<file path="config.mk">
export PLATFORM = sky130hd
export DESIGN_NAME = kal_hdr_mem
export DESIGN_NICKNAME = d
export VERILOG_FILES = /design/src/hdl/kal_pkg.sv /design/src/hdl/kal_hdr_mem.sv
export SDC_FILE = /design/constraint.sdc
export NUM_CORES = 1
export LEC_CHECK = 0
export BUFFER_PORTS_ARGS = -buffer_cell sky130_fd_sc_hd__buf_4
export CAP_MARGIN = 20
export CORE_UTILIZATION = 58
export CTS_CLUSTER_SIZE = 16
export DETAILED_ROUTE_END_ITERATION = 7
export MAX_ROUTING_LAYER = met4
export PLACE_DENSITY = 0.76
export RECOVER_POWER = 50
export SLEW_MARGIN = 40
export SYNTH_ARGS = -nofsm -noshare
export SYNTH_HDL_FRONTEND = slang
export SYNTH_SLANG_ARGS = --single-unit
</file>
<file path="constraint.sdc">
create_clock -name clk -period 8.8 [get_ports clk]
set_input_delay 0.88 -clock clk [delete_from_list [all_inputs] [get_ports clk]]
set_output_delay 0.88 -clock clk [all_outputs]
set_load 0.02 [all_outputs]
</file>
<file path="src/hdl/kal_pkg.sv">
`timescale 1ns / 1ps
// ----------------------------------------------------------------------------
// kal_pkg
// Shared types and constants for the keyword lookup block.
// ----------------------------------------------------------------------------
package kal_pkg;
  localparam int ENTRIES_DEF = 64;
  localparam int MAX_NAME_LEN_DEF = 16;
  localparam int RESULT_CAP = 16;

  typedef enum logic [1:0] {
    OP_NAME  = 2'd0,
    OP_HDR   = 2'd1,
    OP_QUERY = 2'd2,
    OP_REV   = 2'd3
  } op_t;

  typedef enum logic [2:0] {
    ST_IDLE,
    ST_FHDR,
    ST_FCHR,
    ST_RHDR,
    ST_RCHR,
    ST_OUT
  } state_t;

  function automatic logic [7:0] fold_upper(input logic [7:0] c);
    if (c >= 8'h61 && c <= 8'h7a) begin
      return c - 8'h20;
    end
    return c;
  endfunction
endpackage

</file>
<file path="src/hdl/kal_hdr_mem.sv">
`timescale 1ns / 1ps
// ----------------------------------------------------------------------------
// kal_hdr_mem
// Entry header store (lengths and token) with valid bits; an entry never
// written reads as zero.
// ----------------------------------------------------------------------------
module kal_hdr_mem #(
  parameter int ENTRIES = kal_pkg::ENTRIES_DEF,
  parameter int EW = 6
) (
  input  logic          clk,
  input  logic          rst_n,
  input  logic          we,
  input  logic [EW-1:0] waddr,
  input  logic [25:0]   wdata,
  input  logic [EW-1:0] raddr,
  output logic [25:0]   rdata
);
  logic [25:0]        mem [0:ENTRIES-1];
  logic [ENTRIES-1:0] vld_r;
  logic [25:0]        q_r;
  logic               qv_r;

  always_ff @(posedge clk) begin
    if (we) begin
      mem[waddr] <= wdata;
    end
    q_r <= mem[raddr];
  end

  always_ff @(posedge clk) begin
    if (!rst_n) begin
      vld_r <= '0;
      qv_r  <= 1'b0;
    end else begin
      if (we) begin
        vld_r[waddr] <= 1'b1;
      end
      qv_r <= vld_r[raddr];
    end
  end

  assign rdata = qv_r ? q_r : 26'd0;
endmodule

</file>
Word level (Yosys, flattened, before mapping)
Memory sizes are Yosys's and may differ from the RTL's. A register that Yosys moved wholly into a read port is not among the register bits.
Index checks and enable logic that the tools add are counted.
- flip-flop bits (word level): 65
- bits in writable memories: 1664
- bits of input ports: 41
- output and inout port bits: 26
- logic and storage cells: 15
- memories: 1
- memories (memory ; words ; bits a word ; read ports ; clocked after memory_dff ; write ports ; line ; text):
    mem ; 64 ; 26 ; 1 ; 1 ; 1 ; kal_hdr_mem.sv:19 ; logic [25:0] mem [0:ENTRIES-1];
- magnitude comparators: 3
- multiplexer cells: 7
- bitwise gates (word level): 1
- reduce and logical (&&, ||, !) cells: 1
- operator list (cell ; number):
    64-bit bitwise OR ; 1
    26-bit two-way mux ; 1
    6-bit by 7-bit less-than comparator with 1-bit output, second input constant ; 2
    1-bit binary-select mux with 6-bit select ; 1
    1-bit demux with 6-bit select ; 1
    6-bit by 1-bit greater-or-equal comparator with 1-bit output, second input constant ; 1
    1-bit two-way mux ; 4
    1-bit logical AND ; 1

Logic depth before layout (Yosys ltp)
- word-level depth: 5
- gate-level depth with buffers: 9
- depth with buffers taken out: 5

Worst setup path before layout
Ideal clock, no wire load.
- path kind: input port to flip-flop
- start point: input port we
- end point: memory mem[40][0] (enable)
- setup time: 444 ps
- arrival: 3211 ps
- data required time: 8356 ps
- slack: 5145 ps
- cell stages on the path: 3
- path buffers: 0
- cell sequence: nor2b_1 -> nand3_1 -> nor3_1
- cells in the longest elaborated chain, start to end: 2
- ends and longest elaborated chain (item ; line ; text):
    start: declaration ; kal_hdr_mem.sv:13 ; input logic we,
    1-bit two-way mux ; kal_hdr_mem.sv:25 ; if (we) begin
    1-bit two-way mux (implied by the code) ; kal_hdr_mem.sv:26 ; mem[waddr] <= wdata;
    end: declaration ; kal_hdr_mem.sv:19 ;
No other way between the ends.

==> impl_metrics.prom <==
# TYPE chip_impl_metric gauge
chip_impl_metric{name="grt_use_total",unit=""} 0.294
chip_impl_metric{name="layout_worst_path_cycle_share",unit=""} 0.423
chip_impl_metric{name="synthesis.instances",unit=""} 2951
chip_impl_metric{name="syn_area_per_cell",unit="sq um"} 22.7
chip_impl_metric{name="grt_max_degree",unit=""} 119
chip_impl_metric{name="power_density",unit="nW/um^2"} 232
chip_impl_metric{name="area_delta_synth_final",unit="%"} 11.9
chip_impl_info{name="critical_path.cell_chain",value="buf_8 > buf_12 > buf_16 > mux4_2 > mux2i_1 > a221oi_1 > o21ai_0 > nand2_1"} 1
chip_impl_metric{name="intPower",unit="W"} 0.0137
chip_impl_info{name="synth_area_leader",value="edfxtp_1"} 1
chip_impl_metric{name="netlist.area_leader.share",unit=""} 0.747
chip_impl_metric{name="first_global_vias",unit=""} 32161
chip_impl_info{name="critical_path_slowest_stage_cell",value="a221oi_1"} 1
chip_impl_metric{name="max-slew-margin-rel",unit=""} -1.46
chip_impl_metric{name="worst_skew_pair.late_latency",unit="ns"} 0.77
chip_impl_info{name="crit_path_end_kind",value="flop"} 1
chip_impl_metric{name="start_util",unit=""} 0.585
chip_impl_metric{name="setup_violations",unit=""} 0
chip_impl_info{name="worst-setup-path-type",value="in2reg"} 1
chip_impl_metric{name="comb_power_share",unit=""} 0.049
chip_impl_metric{name="post-cts-setup-buffers",unit=""} 0
chip_impl_metric{name="avgViaCountPerCell",unit=""} 6.77
chip_impl_metric{name="finalHoldViolations",unit=""} 0
chip_impl_metric{name="cts.repair.resized",unit=""} 0
chip_impl_metric{name="post_route_cells_drive_above_1_share",unit=""} 0.264
chip_impl_metric{name="slew_violations",unit=""} 2346
chip_impl_metric{name="synth.yosys.seq_area_share",unit=""} 0.774
chip_impl_info{name="failed_checks",value="max-capacitance violations, max-slew violations"} 1
chip_impl_metric{name="pwr-share-clk",unit=""} 0.417
chip_impl_info{name="postSynth.topFlopCell",value="edfxtp_1"} 1
chip_impl_metric{name="tightestPinTransition",unit="ns"} 3.68
chip_impl_info{name="grt_setup_unrepaired",value="false"} 1
chip_impl_metric{name="clock_tree.htree_level_count",unit=""} 4
chip_impl_info{name="startpoint_type",value="input pin"} 1
chip_impl_info{name="synth_top_cells_by_area",value="edfxtp_1 (75%), mux4_2 (15%), mux2i_1 (2.9%)"} 1
chip_impl_metric{name="period_minus_slack",unit="ns"} 3.73
chip_impl_metric{name="yosysWarnings",unit=""} 0
chip_impl_metric{name="report.power.total",unit="W"} 0.0174
chip_impl_metric{name="fp-row-count",unit=""} 124
chip_impl_info{name="synth_common_cells",value="edfxtp_1 (1664), mux4_2 (439), mux2i_1 (193), dfxtp_1 (91), clkbuf_1 (77)"} 1
chip_impl_metric{name="drt_pass1_iterations",unit=""} 5
chip_impl_metric{name="synth.cell_area",unit="sq um"} 66900
chip_impl_metric{name="power.switching_fraction",unit=""} 0.208
chip_impl_metric{name="core_area",unit="sq um"} 114000
chip_impl_metric{name="hold_buffers",unit=""} 0
chip_impl_metric{name="wire_length_per_cell",unit="microns"} 34.5
chip_impl_metric{name="synth_enable_flop_cells",unit=""} 1664
chip_impl_metric{name="tritoncts_num_sinks",unit=""} 1755
chip_impl_metric{name="clock.fmax",unit="MHz"} 268
chip_impl_metric{name="die-area",unit="sq um"} 117000
chip_impl_metric{name="number_of_antenna_violations_at_the_first_check_in_global_routing",unit=""} 15
chip_impl_info{name="run_status",value="complete, but fails checks"} 1
chip_impl_metric{name="dieHeight",unit="microns"} 342
chip_impl_info{name="hold_path_class",value="reg2reg"} 1
chip_impl_metric{name="drt_iter0_markers",unit=""} 5166
chip_impl_metric{name="nets",unit=""} 3154
chip_impl_info{name="timing.critical_path.max_delay_family",value="compound AO/OA/AOI/OAI gates"} 1
chip_impl_metric{name="seq_power_share",unit=""} 0.534
chip_impl_metric{name="post_synth_num_cell_types",unit=""} 33
chip_impl_metric{name="totalWireLength",unit="microns"} 164000
chip_impl_metric{name="finalSetupTns",unit="ns"} 0
chip_impl_metric{name="timing.critical_path.arrival",unit="ns"} 4.42
chip_impl_metric{name="cts_inserted_buffers",unit=""} 167
chip_impl_metric{name="post-route-drc-count",unit=""} 0
chip_impl_metric{name="fin_skew",unit="ns"} 0.0239
chip_impl_metric{name="globalplace.congestion",unit=""} 0.868
chip_impl_metric{name="ys_seq_elements",unit=""} 1755
chip_impl_info{name="clockRootBuffer",value="clkbuf_16"} 1
chip_impl_metric{name="switching_power",unit="W"} 0.00361
chip_impl_metric{name="dp_hpwl",unit="microns"} 87100
chip_impl_metric{name="slowest_delay",unit="ns"} 0.76
chip_impl_metric{name="placement.io_buffers",unit=""} 66
chip_impl_metric{name="die_x",unit="microns"} 342
chip_impl_metric{name="grt_first_pass_wirelength",unit="microns"} 232000
chip_impl_metric{name="ys_async_sr_fraction",unit=""} 0
chip_impl_metric{name="peakVddDrop",unit="uV"} 235
chip_impl_metric{name="route.vias.total",unit=""} 32304
chip_impl_metric{name="route.antenna.remaining_nets",unit=""} 0
chip_impl_metric{name="clk_transition_reported_paths",unit="ns"} 0.06
chip_impl_metric{name="critPathMaxFanout",unit=""} 67
chip_impl_info{name="most_used_standard_cell_by_instance_count_after_synthesis",value="edfxtp_1"} 1
chip_impl_metric{name="io-pin-count",unit=""} 67
chip_impl_metric{name="critPathBufInv",unit=""} 3
chip_impl_metric{name="required",unit="ns"} 9.50
chip_impl_metric{name="grt-ovfl-total",unit=""} 0
chip_impl_info{name="cts_tree",value="yes"} 1
chip_impl_metric{name="static_leakage_power",unit="nW"} 23.8
chip_impl_metric{name="synthesis.nets",unit=""} 2992
chip_impl_metric{name="timing.max_cap.violations",unit=""} 50
chip_impl_metric{name="clk_path_buf_depth",unit=""} 3
-- placed cells by master, fill, tap and decap left out, types with 5 or more instances in the layout --
cell and count:
dfxtp_1 91, nor2b_1 12, diode_2 14, o221ai_1 5, mux4_2 439, clkinv_2 22, clkinv_1 26, o21ai_0 15
clkbuf_1 88, clkbuf_8 14, o21a_1 64, and2_1 31, mux2_2 15, nor2_4 5, a21oi_1 22, clkbuf_16 170
o21ai_1 10, a211oi_1 6, nand3_1 8, buf_12 7, nand2_1 34, o211ai_1 18, a221oi_1 17, buf_4 89
a22oi_1 46, edfxtp_1 1664, nor2_2 48, mux2i_1 192, buf_16 5, bufinv_16 19, nand2b_1 6, nor2_1 19
-- layer usage --
metal  routed length, microns  vias up  global-route usage  share of wire
met1                    60100    17056               0.404           0.37
met3                    19000      303              0.0572           0.12
met5                        0        -                   -              0
li1                         -    12789                   -              -
met2                    78900     2156               0.445           0.48
met4                     6450        0               0.108          0.039
-- worst paths after layout --
check	start	endpoint	slack, ns	cells past startpoint
worst max-delay path	raddr[0]	q_r[12]	5.07	8
worst min-delay path	vld_r[63]	vld_r[63]	0.46	1
worst max register to register	mem[7][6]	q_r[6]	6.47	5
worst min register to register	vld_r[63]	vld_r[63]	0.46	1
-- flip-flops by register name, indices dropped and copies added, names as in the netlist --
name   cells
mem     1664
q_r       26
qv_r       1
vld_r     64
-- cell families after synthesis --
| logic type | count (synthesis) | synth area share |
|---|---|---|
| buffers and inverters | 164 | 0.0126 |
| AND/OR/NAND/NOR | 176 | 0.0122 |
| flip-flops | 1755 | 0.774 |
| AO/OA/AOI/OAI | 209 | 0.0221 |
| multiplexers | 647 | 0.179 |
-- cell type report --
cell class | instances | area (sq um)
multi-input cells | 1032 | 14500
well taps | 1512 | 1890
diodes | 14 | 35.0
repair buffers | 156 | 1190
inverters | 1 | 3.75
flip-flops and latches | 1755 | 51800
fillers | 6896 | 39400
clock buffers | 220 | 4580
clock inverters | 80 | 935
-- worst register-to-register path: cells and delay by family, from the launching register on --
kind	cells	cell delay [ns]
multiplexers	3	0.85
AND/OR/NAND/NOR	1	0.14
AO/OA/AOI/OAI	1	0.82
flip-flops	1	0.38
-- power by group through the flow --
stage | clock (W) | sequential [W] | combinational, W
2_1_floorplan | 0 | 0.00939 | 0.000476
5_1_grt | 0.00759 | 0.00926 | 0.000890
3_3_place_gp | 0 | 0.00941 | 0.000821
6_report | 0.00724 | 0.00926 | 0.000859
3_5_place_dp | 0 | 0.00941 | 0.000849
4_1_cts | 0.00729 | 0.00924 | 0.000858
-- through the flow --
step,cell area (sq um),cells,worst slack [ns],hold slack [ns],util
finish,74900,4770,5.07,0.464,0.655
global route,74900,4766,4.91,0.478,0.655
CTS,75000,4751,5.08,0.465,0.656
detailed placement,69400,4451,4.31,0.451,0.607
global placement,69400,4450,4.21,0.441,0.607
floorplan,66900,2951,5.14,0.435,-
Power figures use the tool's default switching activity.
